--- src/hdl/cs2rgb_pkg.sv ---
// Shared constants and codes for the color space to RGB and gray converter.
package cs2rgb_pkg;

	// Default number of fraction bits in the unsigned fixed-point components
	localparam int unsigned FRACTION_BITS_DEF = 15;

	// Width of every component field on the stream ports
	localparam int unsigned FIELD_W = 16;

	// Luminance weights in percent and the rounding bias for the divide by 100
	localparam int unsigned LUM_WR    = 30;
	localparam int unsigned LUM_WG    = 59;
	localparam int unsigned LUM_WB    = 11;
	localparam int unsigned LUM_BIAS  = 50;
	localparam int unsigned LUM_SCALE = 100;

	// Color space code carried in tuser
	typedef enum logic [1:0] {
		SPACE_GRAY = 2'd0,
		SPACE_RGB  = 2'd1,
		SPACE_HSB  = 2'd2,
		SPACE_CMYK = 2'd3
	} space_t;

	// Hue sector, the integer part of six times the hue
	typedef enum logic [2:0] {
		SEC_R_TO_Y = 3'd0,
		SEC_Y_TO_G = 3'd1,
		SEC_G_TO_C = 3'd2,
		SEC_C_TO_B = 3'd3,
		SEC_B_TO_M = 3'd4,
		SEC_M_TO_R = 3'd5,
		SEC_WRAP   = 3'd6
	} sector_t;

endpackage

--- src/hdl/color_space_to_rgb_and_gray_unit.sv ---
// Top level of the color space to RGB and gray converter pipeline.
//
// Usage:
//   Input words arrive on the s_axis channel: tuser holds the color space
//   code (gray, RGB, HSB or CMYK) and tdata the four components in unsigned
//   fixed point with FRACTION_BITS fraction bits (1 << FRACTION_BITS is 1.0).
//   Each input word yields exactly one output word on the m_axis channel
//   with red, green, blue and a weighted gray level (0.30 R + 0.59 G + 0.11 B,
//   rounded and saturated at 1.0; gray input returns its own level).
//   Each accepted word passes through the ten register stages from the input
//   register to the output one. Throughput is one word per cycle while the
//   receiver keeps m_axis_tready high; no stage holds more than one multiplier
//   in series, the two hue product levels take two stages each and the
//   reciprocal divide by 100 takes three (multiply, remainder check, correct).
//   Reset clears every stage valid bit, so the pipe comes up empty and ready.
//   When the receiver holds m_axis_tready low with a word waiting, the whole
//   pipe freezes and s_axis_tready drops; no word is lost or repeated, and
//   bubbles inside the pipe are held in place until the stall ends.
//   Components above 1.0 are clamped to 1.0 on entry; results wider than
//   16 bits (FRACTION_BITS of 16 and up) are truncated to the field width.
module color_space_to_rgb_and_gray_unit #(
	parameter int unsigned FRACTION_BITS = cs2rgb_pkg::FRACTION_BITS_DEF
) (
	input  logic        clk,
	input  logic        arst_n,
	input  logic        s_axis_tvalid,
	output logic        s_axis_tready,
	input  logic [63:0] s_axis_tdata,  // comp_a [15:0], comp_b [31:16], comp_c [47:32], comp_d [63:48]
	input  logic [1:0]  s_axis_tuser,  // color_space [1:0]
	output logic        m_axis_tvalid,
	input  logic        m_axis_tready,
	output logic [63:0] m_axis_tdata   // red [15:0], green [31:16], blue [47:32], gray [63:48]
);
	import cs2rgb_pkg::*;

	localparam int unsigned FB = FRACTION_BITS;
	// value width: holds 1.0 and any 16-bit input
	localparam int unsigned VW = (FB + 1 > FIELD_W) ? FB + 1 : FIELD_W;
	localparam int unsigned PW = 2 * VW;              // product width
	localparam int unsigned HW = VW + 3;              // six times hue
	localparam int unsigned SW = VW + 7;              // weighted luminance sum
	localparam int unsigned MW = SW - 6;              // reciprocal of 100
	localparam int unsigned DW = SW + MW;             // sum times reciprocal
	localparam longint unsigned RECIP = (64'd1 << SW) / 64'(LUM_SCALE);

	localparam logic [VW-1:0] ONE      = VW'(1) << FB;
	localparam logic [PW-1:0] HALF     = PW'(1) << (FB - 1);
	localparam logic [MW-1:0] RECIP_MW = MW'(RECIP);

	// Global advance: move every stage when the output register is free or taken
	logic en;
	assign en            = !m_axis_tvalid || m_axis_tready;
	assign s_axis_tready = en;

	logic valid_s1, valid_s2, valid_s3, valid_s4, valid_s5;
	logic valid_s6, valid_s7, valid_s8, valid_s9, valid_s10;

	always_ff @(posedge clk or negedge arst_n) begin
		if (!arst_n) begin
			valid_s1  <= 1'b0;
			valid_s2  <= 1'b0;
			valid_s3  <= 1'b0;
			valid_s4  <= 1'b0;
			valid_s5  <= 1'b0;
			valid_s6  <= 1'b0;
			valid_s7  <= 1'b0;
			valid_s8  <= 1'b0;
			valid_s9  <= 1'b0;
			valid_s10 <= 1'b0;
		end else if (en) begin
			valid_s1  <= s_axis_tvalid;
			valid_s2  <= valid_s1;
			valid_s3  <= valid_s2;
			valid_s4  <= valid_s3;
			valid_s5  <= valid_s4;
			valid_s6  <= valid_s5;
			valid_s7  <= valid_s6;
			valid_s8  <= valid_s7;
			valid_s9  <= valid_s8;
			valid_s10 <= valid_s9;
		end
	end

	// ------------------------------------------------------------------
	// Stage 1: clamp components to 1.0
	// ------------------------------------------------------------------
	function automatic logic [VW-1:0] sat_one(input logic [FIELD_W-1:0] x);
		logic [VW-1:0] xw;
		xw = VW'(x);
		return (xw > ONE) ? ONE : xw;
	endfunction

	space_t        sp_s1;
	logic [VW-1:0] a_s1, b_s1, c_s1, d_s1;

	always_ff @(posedge clk) begin
		if (en) begin
			sp_s1 <= space_t'(s_axis_tuser);
			a_s1  <= sat_one(s_axis_tdata[15:0]);
			b_s1  <= sat_one(s_axis_tdata[31:16]);
			c_s1  <= sat_one(s_axis_tdata[47:32]);
			d_s1  <= sat_one(s_axis_tdata[63:48]);
		end
	end

	// ------------------------------------------------------------------
	// Stage 2: hue sector and fraction, CMYK inverse, direct channels
	// ------------------------------------------------------------------
	logic [HW-1:0]  h6;
	logic [2:0]     sec_raw;
	logic           sec_wrap;
	logic [VW-1:0]  white;
	logic [VW-1:0]  red_d, grn_d, blu_d;

	function automatic logic [VW-1:0] ink_to_chan(input logic [VW-1:0] ink,
	                                               input logic [VW-1:0] wht);
		return (ink > wht) ? '0 : wht - ink;
	endfunction

	assign h6       = (HW'(a_s1) << 2) + (HW'(a_s1) << 1);
	assign sec_raw  = h6[FB +: 3];
	assign sec_wrap = (sec_raw >= SEC_WRAP);
	assign white    = ONE - d_s1;

	always_comb begin
		case (sp_s1)
			SPACE_GRAY: begin
				red_d = a_s1;
				grn_d = a_s1;
				blu_d = a_s1;
			end
			SPACE_CMYK: begin
				red_d = ink_to_chan(a_s1, white);
				grn_d = ink_to_chan(b_s1, white);
				blu_d = ink_to_chan(c_s1, white);
			end
			default: begin
				red_d = a_s1;
				grn_d = b_s1;
				blu_d = c_s1;
			end
		endcase
	end

	space_t        sp_s2;
	sector_t       sec_s2;
	logic [VW-1:0] f_s2, omf_s2, oms_s2, s_s2, v_s2, a_s2;
	logic [VW-1:0] red_s2, grn_s2, blu_s2;

	always_ff @(posedge clk) begin
		if (en) begin
			sp_s2  <= sp_s1;
			sec_s2 <= sec_wrap ? SEC_R_TO_Y : sector_t'(sec_raw);
			f_s2   <= sec_wrap ? '0 : VW'(h6[FB-1:0]);
			omf_s2 <= sec_wrap ? ONE : ONE - VW'(h6[FB-1:0]);
			oms_s2 <= ONE - b_s1;
			s_s2   <= b_s1;
			v_s2   <= c_s1;
			a_s2   <= a_s1;
			red_s2 <= red_d;
			grn_s2 <= grn_d;
			blu_s2 <= blu_d;
		end
	end

	// ------------------------------------------------------------------
	// Stage 3: s*f, s*(1-f), v*(1-s)
	// ------------------------------------------------------------------
	space_t        sp_s3;
	sector_t       sec_s3;
	logic [PW-1:0] sf_s3, sof_s3, pp_s3;
	logic [VW-1:0] v_s3, a_s3, red_s3, grn_s3, blu_s3;

	always_ff @(posedge clk) begin
		if (en) begin
			sp_s3  <= sp_s2;
			sec_s3 <= sec_s2;
			sf_s3  <= PW'(s_s2) * PW'(f_s2);
			sof_s3 <= PW'(s_s2) * PW'(omf_s2);
			pp_s3  <= PW'(v_s2) * PW'(oms_s2);
			v_s3   <= v_s2;
			a_s3   <= a_s2;
			red_s3 <= red_s2;
			grn_s3 <= grn_s2;
			blu_s3 <= blu_s2;
		end
	end

	// ------------------------------------------------------------------
	// Stage 4: round the first products, form 1 - s*f and 1 - s*(1-f)
	// ------------------------------------------------------------------
	function automatic logic [VW-1:0] rnd(input logic [PW-1:0] prod);
		logic [PW-1:0] sum;
		sum = prod + HALF;
		return sum[FB +: VW];
	endfunction

	space_t        sp_s4;
	sector_t       sec_s4;
	logic [VW-1:0] qs_s4, ts_s4, p_s4, v_s4, a_s4, red_s4, grn_s4, blu_s4;

	always_ff @(posedge clk) begin
		if (en) begin
			sp_s4  <= sp_s3;
			sec_s4 <= sec_s3;
			qs_s4  <= ONE - rnd(sf_s3);
			ts_s4  <= ONE - rnd(sof_s3);
			p_s4   <= rnd(pp_s3);
			v_s4   <= v_s3;
			a_s4   <= a_s3;
			red_s4 <= red_s3;
			grn_s4 <= grn_s3;
			blu_s4 <= blu_s3;
		end
	end

	// ------------------------------------------------------------------
	// Stage 5: v*(1 - s*f) and v*(1 - s*(1-f))
	// ------------------------------------------------------------------
	space_t        sp_s5;
	sector_t       sec_s5;
	logic [PW-1:0] qp_s5, tp_s5;
	logic [VW-1:0] p_s5, v_s5, a_s5, red_s5, grn_s5, blu_s5;

	always_ff @(posedge clk) begin
		if (en) begin
			sp_s5  <= sp_s4;
			sec_s5 <= sec_s4;
			qp_s5  <= PW'(v_s4) * PW'(qs_s4);
			tp_s5  <= PW'(v_s4) * PW'(ts_s4);
			p_s5   <= p_s4;
			v_s5   <= v_s4;
			a_s5   <= a_s4;
			red_s5 <= red_s4;
			grn_s5 <= grn_s4;
			blu_s5 <= blu_s4;
		end
	end

	// ------------------------------------------------------------------
	// Stage 6: round q and t, pick the channels by hue sector
	// ------------------------------------------------------------------
	logic [VW-1:0] q_val, t_val;
	logic [VW-1:0] red_h, grn_h, blu_h;

	assign q_val = rnd(qp_s5);
	assign t_val = rnd(tp_s5);

	always_comb begin
		case (sec_s5)
			SEC_R_TO_Y: begin
				red_h = v_s5;  grn_h = t_val; blu_h = p_s5;
			end
			SEC_Y_TO_G: begin
				red_h = q_val; grn_h = v_s5;  blu_h = p_s5;
			end
			SEC_G_TO_C: begin
				red_h = p_s5;  grn_h = v_s5;  blu_h = t_val;
			end
			SEC_C_TO_B: begin
				red_h = p_s5;  grn_h = q_val; blu_h = v_s5;
			end
			SEC_B_TO_M: begin
				red_h = t_val; grn_h = p_s5;  blu_h = v_s5;
			end
			default: begin
				red_h = v_s5;  grn_h = p_s5;  blu_h = q_val;
			end
		endcase
	end

	space_t        sp_s6;
	logic [VW-1:0] a_s6, red_s6, grn_s6, blu_s6;

	always_ff @(posedge clk) begin
		if (en) begin
			sp_s6  <= sp_s5;
			a_s6   <= a_s5;
			red_s6 <= (sp_s5 == SPACE_HSB) ? red_h : red_s5;
			grn_s6 <= (sp_s5 == SPACE_HSB) ? grn_h : grn_s5;
			blu_s6 <= (sp_s5 == SPACE_HSB) ? blu_h : blu_s5;
		end
	end

	// ------------------------------------------------------------------
	// Stage 7: weighted sum 30 R + 59 G + 11 B + 50
	// ------------------------------------------------------------------
	space_t        sp_s7;
	logic [SW-1:0] sum_s7;
	logic [VW-1:0] a_s7, red_s7, grn_s7, blu_s7;

	always_ff @(posedge clk) begin
		if (en) begin
			sp_s7  <= sp_s6;
			sum_s7 <= SW'(LUM_WR) * SW'(red_s6) + SW'(LUM_WG) * SW'(grn_s6)
			        + SW'(LUM_WB) * SW'(blu_s6) + SW'(LUM_BIAS);
			a_s7   <= a_s6;
			red_s7 <= red_s6;
			grn_s7 <= grn_s6;
			blu_s7 <= blu_s6;
		end
	end

	// ------------------------------------------------------------------
	// Stage 8: sum times floor(2^SW / 100); estimate is exact or one low
	// ------------------------------------------------------------------
	space_t        sp_s8;
	logic [DW-1:0] prod_s8;
	logic [SW-1:0] sum_s8;
	logic [VW-1:0] a_s8, red_s8, grn_s8, blu_s8;

	always_ff @(posedge clk) begin
		if (en) begin
			sp_s8   <= sp_s7;
			prod_s8 <= DW'(sum_s7) * DW'(RECIP_MW);
			sum_s8  <= sum_s7;
			a_s8    <= a_s7;
			red_s8  <= red_s7;
			grn_s8  <= grn_s7;
			blu_s8  <= blu_s7;
		end
	end

	// ------------------------------------------------------------------
	// Stage 9: remainder check for the one-low estimate
	// ------------------------------------------------------------------
	logic [VW-1:0] q_est;
	logic [SW-1:0] rem;

	assign q_est = prod_s8[SW +: VW];
	assign rem   = sum_s8 - SW'(LUM_SCALE) * SW'(q_est);

	space_t        sp_s9;
	logic [VW-1:0] q_s9, a_s9, red_s9, grn_s9, blu_s9;
	logic          up_s9;

	always_ff @(posedge clk) begin
		if (en) begin
			sp_s9  <= sp_s8;
			q_s9   <= q_est;
			up_s9  <= (rem >= SW'(LUM_SCALE));
			a_s9   <= a_s8;
			red_s9 <= red_s8;
			grn_s9 <= grn_s8;
			blu_s9 <= blu_s8;
		end
	end

	// ------------------------------------------------------------------
	// Stage 10: correct, saturate, choose gray source; output register
	// ------------------------------------------------------------------
	logic [VW:0]    lum;
	logic [VW-1:0]  gray_v;

	assign lum = (VW + 1)'(q_s9) + (VW + 1)'(up_s9);

	always_comb begin
		if (sp_s9 == SPACE_GRAY) begin
			gray_v = a_s9;
		end else if (lum > (VW + 1)'(ONE)) begin
			gray_v = ONE;
		end else begin
			gray_v = lum[VW-1:0];
		end
	end

	logic [FIELD_W-1:0] red_s10, grn_s10, blu_s10, gray_s10;

	always_ff @(posedge clk) begin
		if (en) begin
			red_s10  <= red_s9[FIELD_W-1:0];
			grn_s10  <= grn_s9[FIELD_W-1:0];
			blu_s10  <= blu_s9[FIELD_W-1:0];
			gray_s10 <= gray_v[FIELD_W-1:0];
		end
	end

	assign m_axis_tvalid = valid_s10;
	assign m_axis_tdata  = {gray_s10, blu_s10, grn_s10, red_s10};

endmodule
--- config.mk ---
export PLATFORM = sky130hd
export DESIGN_NAME = color_space_to_rgb_and_gray_unit
export DESIGN_NICKNAME = d
export VERILOG_FILES = /design/src/hdl/cs2rgb_pkg.sv /design/src/hdl/color_space_to_rgb_and_gray_unit.sv
export SDC_FILE = /design/constraint.sdc
export NUM_CORES = 2
export LEC_CHECK = 0
export BUFFER_PORTS_ARGS = -buffer_cell sky130_fd_sc_hd__buf_2
export CAP_MARGIN = 10
export CORE_MARGIN = 5
export CORE_UTILIZATION = 55
export CTS_CLUSTER_SIZE = 25
export DETAILED_ROUTE_END_ITERATION = 12
export PLACE_DENSITY_LB_ADDON = 0.12
export SETUP_SLACK_MARGIN = 0.4
export SKIP_LAST_GASP = 1
export SYNTH_ARGS = -nofsm -noshare
export SYNTH_HDL_FRONTEND = slang
export SYNTH_SLANG_ARGS = --single-unit
--- constraint.sdc ---
create_clock -name clk -period 90.9 [get_ports clk]
set_clock_uncertainty 0.2 [all_clocks]
set_input_delay 18.18 -clock clk [delete_from_list [all_inputs] [get_ports clk]]
set_output_delay 18.18 -clock clk [all_outputs]
set_load 0.01 [all_outputs]
==> results.toml <==
[run_status]
outcome = "finished, final reports clean"

[cells_and_area]
nets = 10700
fillers = 14000
ff_latch_area_um2 = 30800
multi_input_area_um2 = 55700
syn_to_final_growth_pct = 7.02
drive_gt1_share_pct = 5.25

[die]
rows = 151
die_area_um2 = 179000
initial_utilization_pct = 55.3
dieHeight_um = 423
io_pins = 136
die_w_um = 423
core-area_um2 = 169000

[cts]
cts_tree = "built"
post-cts-setup-buffer-count = 0
h-tree-depth = 3
clock_sinks = 1029
root_buffer = "clkbuf_16"
ctsHoldBuffers = 0
path_clk_slew_ns = 0.06
cts_made_buffers = 106
clk_path_buf_depth = 3
clock_latency_ns = 0.75
ctsResizeCount = 0

[sta]
slew_headroom_pct = 19.2
max_freq_mhz = 26.1
hold_viol = 0
finalSetupTns_ns = 0
rsz0062_at_grt = "false"
fin_crit_sh_pct = 42.1
setup_viol = 0
final_max_slew_viol_count = 0
tightest_slew_ns = 1.20
fin_crit_ns = 38.26

[logic_synthesis]
synthFlopType = "edfxtp_1"
seq_area_frac_synth_pct = 33.0
synth.avg_cell_area_um2 = 11.1
synthCells = 8444
yosysTopAreaCell = "edfxtp_1"
syn_area_um2 = 93600
ys_ff_latch = 1029
synth_warnings = 0
synth_cell_types = 88
synth_edf_count = 1019
async_reset_ff_share_pct = 0.972
synth.area.top_cells = "edfxtp_1, fa_1, ha_1"
synth_nets = 10700
synth_most_common_cell = "inv_1"
yosys-top-cells-count = "inv_1, fa_1, edfxtp_1"
synth_top_cell_area_share_pct = 32.7

[global_routing]
grt.overflow.total = 0
antenna_found_initial = 8
grt_pass1_wl_um = 340000
grt_max_degree = 188
grt_pass1_vias = 61900
track_usage_pct = 24.2

[setup_path]
crit_start = "m_axis_tready"
critPathCapture = "s_axis_tready"
arrival_ns = 19.88
worstSetupStartpointType = "primary input"
r2r_cells = 20
cp_max_fo = 100
required_ns = 72.52
crit_path_end_kind = "output pin"
reg2reg_from = "v_s4[14]$_DFFE_PP_"
r2r-end = "qp_s5[30]$_DFFE_PP_"
critical_path_class = "in2out"
r2r_slack_ns = 82.91

[drt]
drc = 0
antenna_left = 0
drt_iter0_markers = 4113
vias = 59100
drtPass1Iterations = 6
wire_per_inst_um = 19.6
viasPerCell = 5.47
wl_um = 212000

[flow_run]
max_cap_viol_count = 0

[place]
hpwl_um = 162000
routabilityCongestion = 0.884
port_buffers = 135

[worst_hold_path]
hold_class = "reg2reg"
cell usage in the layout (no fill, tap or decap), types with 71 or more instances in the layout:
cell type,count
buf_2,135
o21ai_0,184
edfxtp_1,1019
nand3_1,101
a21o_1,71
nor2_1,228
xnor2_1,242
clkbuf_16,106
nor2b_1,96
xor2_1,116
a21oi_1,221
nor3_1,88
nand2_1,979
inv_1,1583
and2_1,465
ha_1,935
fa_1,1228
layout make-up:
| class | instances | area share, % |
|---|---|---|
| flip-flops and latches | 1029 | 30.8 |
| clock inverters | 75 | 0.878 |
| well taps | 2218 | 2.77 |
| repair buffers | 204 | 1.22 |
| inverters | 1585 | 5.95 |
| clock buffers | 123 | 2.71 |
| multi-input cells | 5557 | 55.7 |
| diodes | 4 | 0.00999 |
worst max-delay path, stage by stage:
cell     delay (ns)
buf_2          0.10
nor2b_1        0.79
inv_8          0.47
buf_2          0.30
flip-flops by register name, indices dropped and copies added, names as in the netlist, 17 cells and up:
register,count
sum_s7,23
sum_s8,21
pp_s3,17
qp_s5,17
sf_s3,17
sof_s3,17
tp_s5,17
through the flow:
step	std cells	hold WS [ns]	worst slack, ns	area (um2)	utilization (%)
global placement	10600	0.201	52.68	96600	57.0
global route	10800	0.201	52.49	100000	59.2
finish	10800	0.183	52.64	100000	59.2
CTS	10800	0.170	52.62	100000	59.2
floorplan	8444	0.200	34.48	93600	-
detailed placement	10600	0.205	52.62	96600	57.0
cells by family (layout without fill, tap and decap cells):
group | Yosys count | count (layout) | synth area share (%)
compound gates | 780 | 780 | 5.32
simple gates | 2180 | 2180 | 11.2
buf+inv | 1858 | 1987 | 7.48
flops | 1029 | 1029 | 33.0
xor+xnor | 358 | 358 | 3.35
other cells | 0 | 4 | 0
fa+ha+maj | 2163 | 2163 | 38.8
mux | 76 | 76 | 0.868
routing by layer:
metal,vias up,track usage [%],routed length (um)
met4,2,8.66,8460
met2,1604,40.3,101000
met3,390,3.02,11300
met5,-,0,13
met1,29800,33.0,90600
li1,27300,-,-
how the worst min path moves through the flow:
stage / slack [ns] / cells after the start / startpoint / endpoint
6_report: 0.18 / 0 / blu_s3[1]$_DFFE_PP_ / blu_s4[1]$_DFFE_PP_
3_5_place_dp: 0.20 / 0 / a_s2[6]$_DFFE_PP_ / a_s3[6]$_DFFE_PP_
5_1_grt: 0.20 / 0 / blu_s2[5]$_DFFE_PP_ / blu_s3[5]$_DFFE_PP_
4_1_cts: 0.17 / 0 / blu_s3[1]$_DFFE_PP_ / blu_s4[1]$_DFFE_PP_
3_3_place_gp: 0.20 / 0 / blu_s4[14]$_DFFE_PP_ / blu_s5[14]$_DFFE_PP_
2_1_floorplan: 0.20 / 0 / a_s2[0]$_DFFE_PP_ / a_s3[0]$_DFFE_PP_
Power is not shown: default switching activity piles up to over one toggle a cycle in this logic, so the estimate is an artifact.
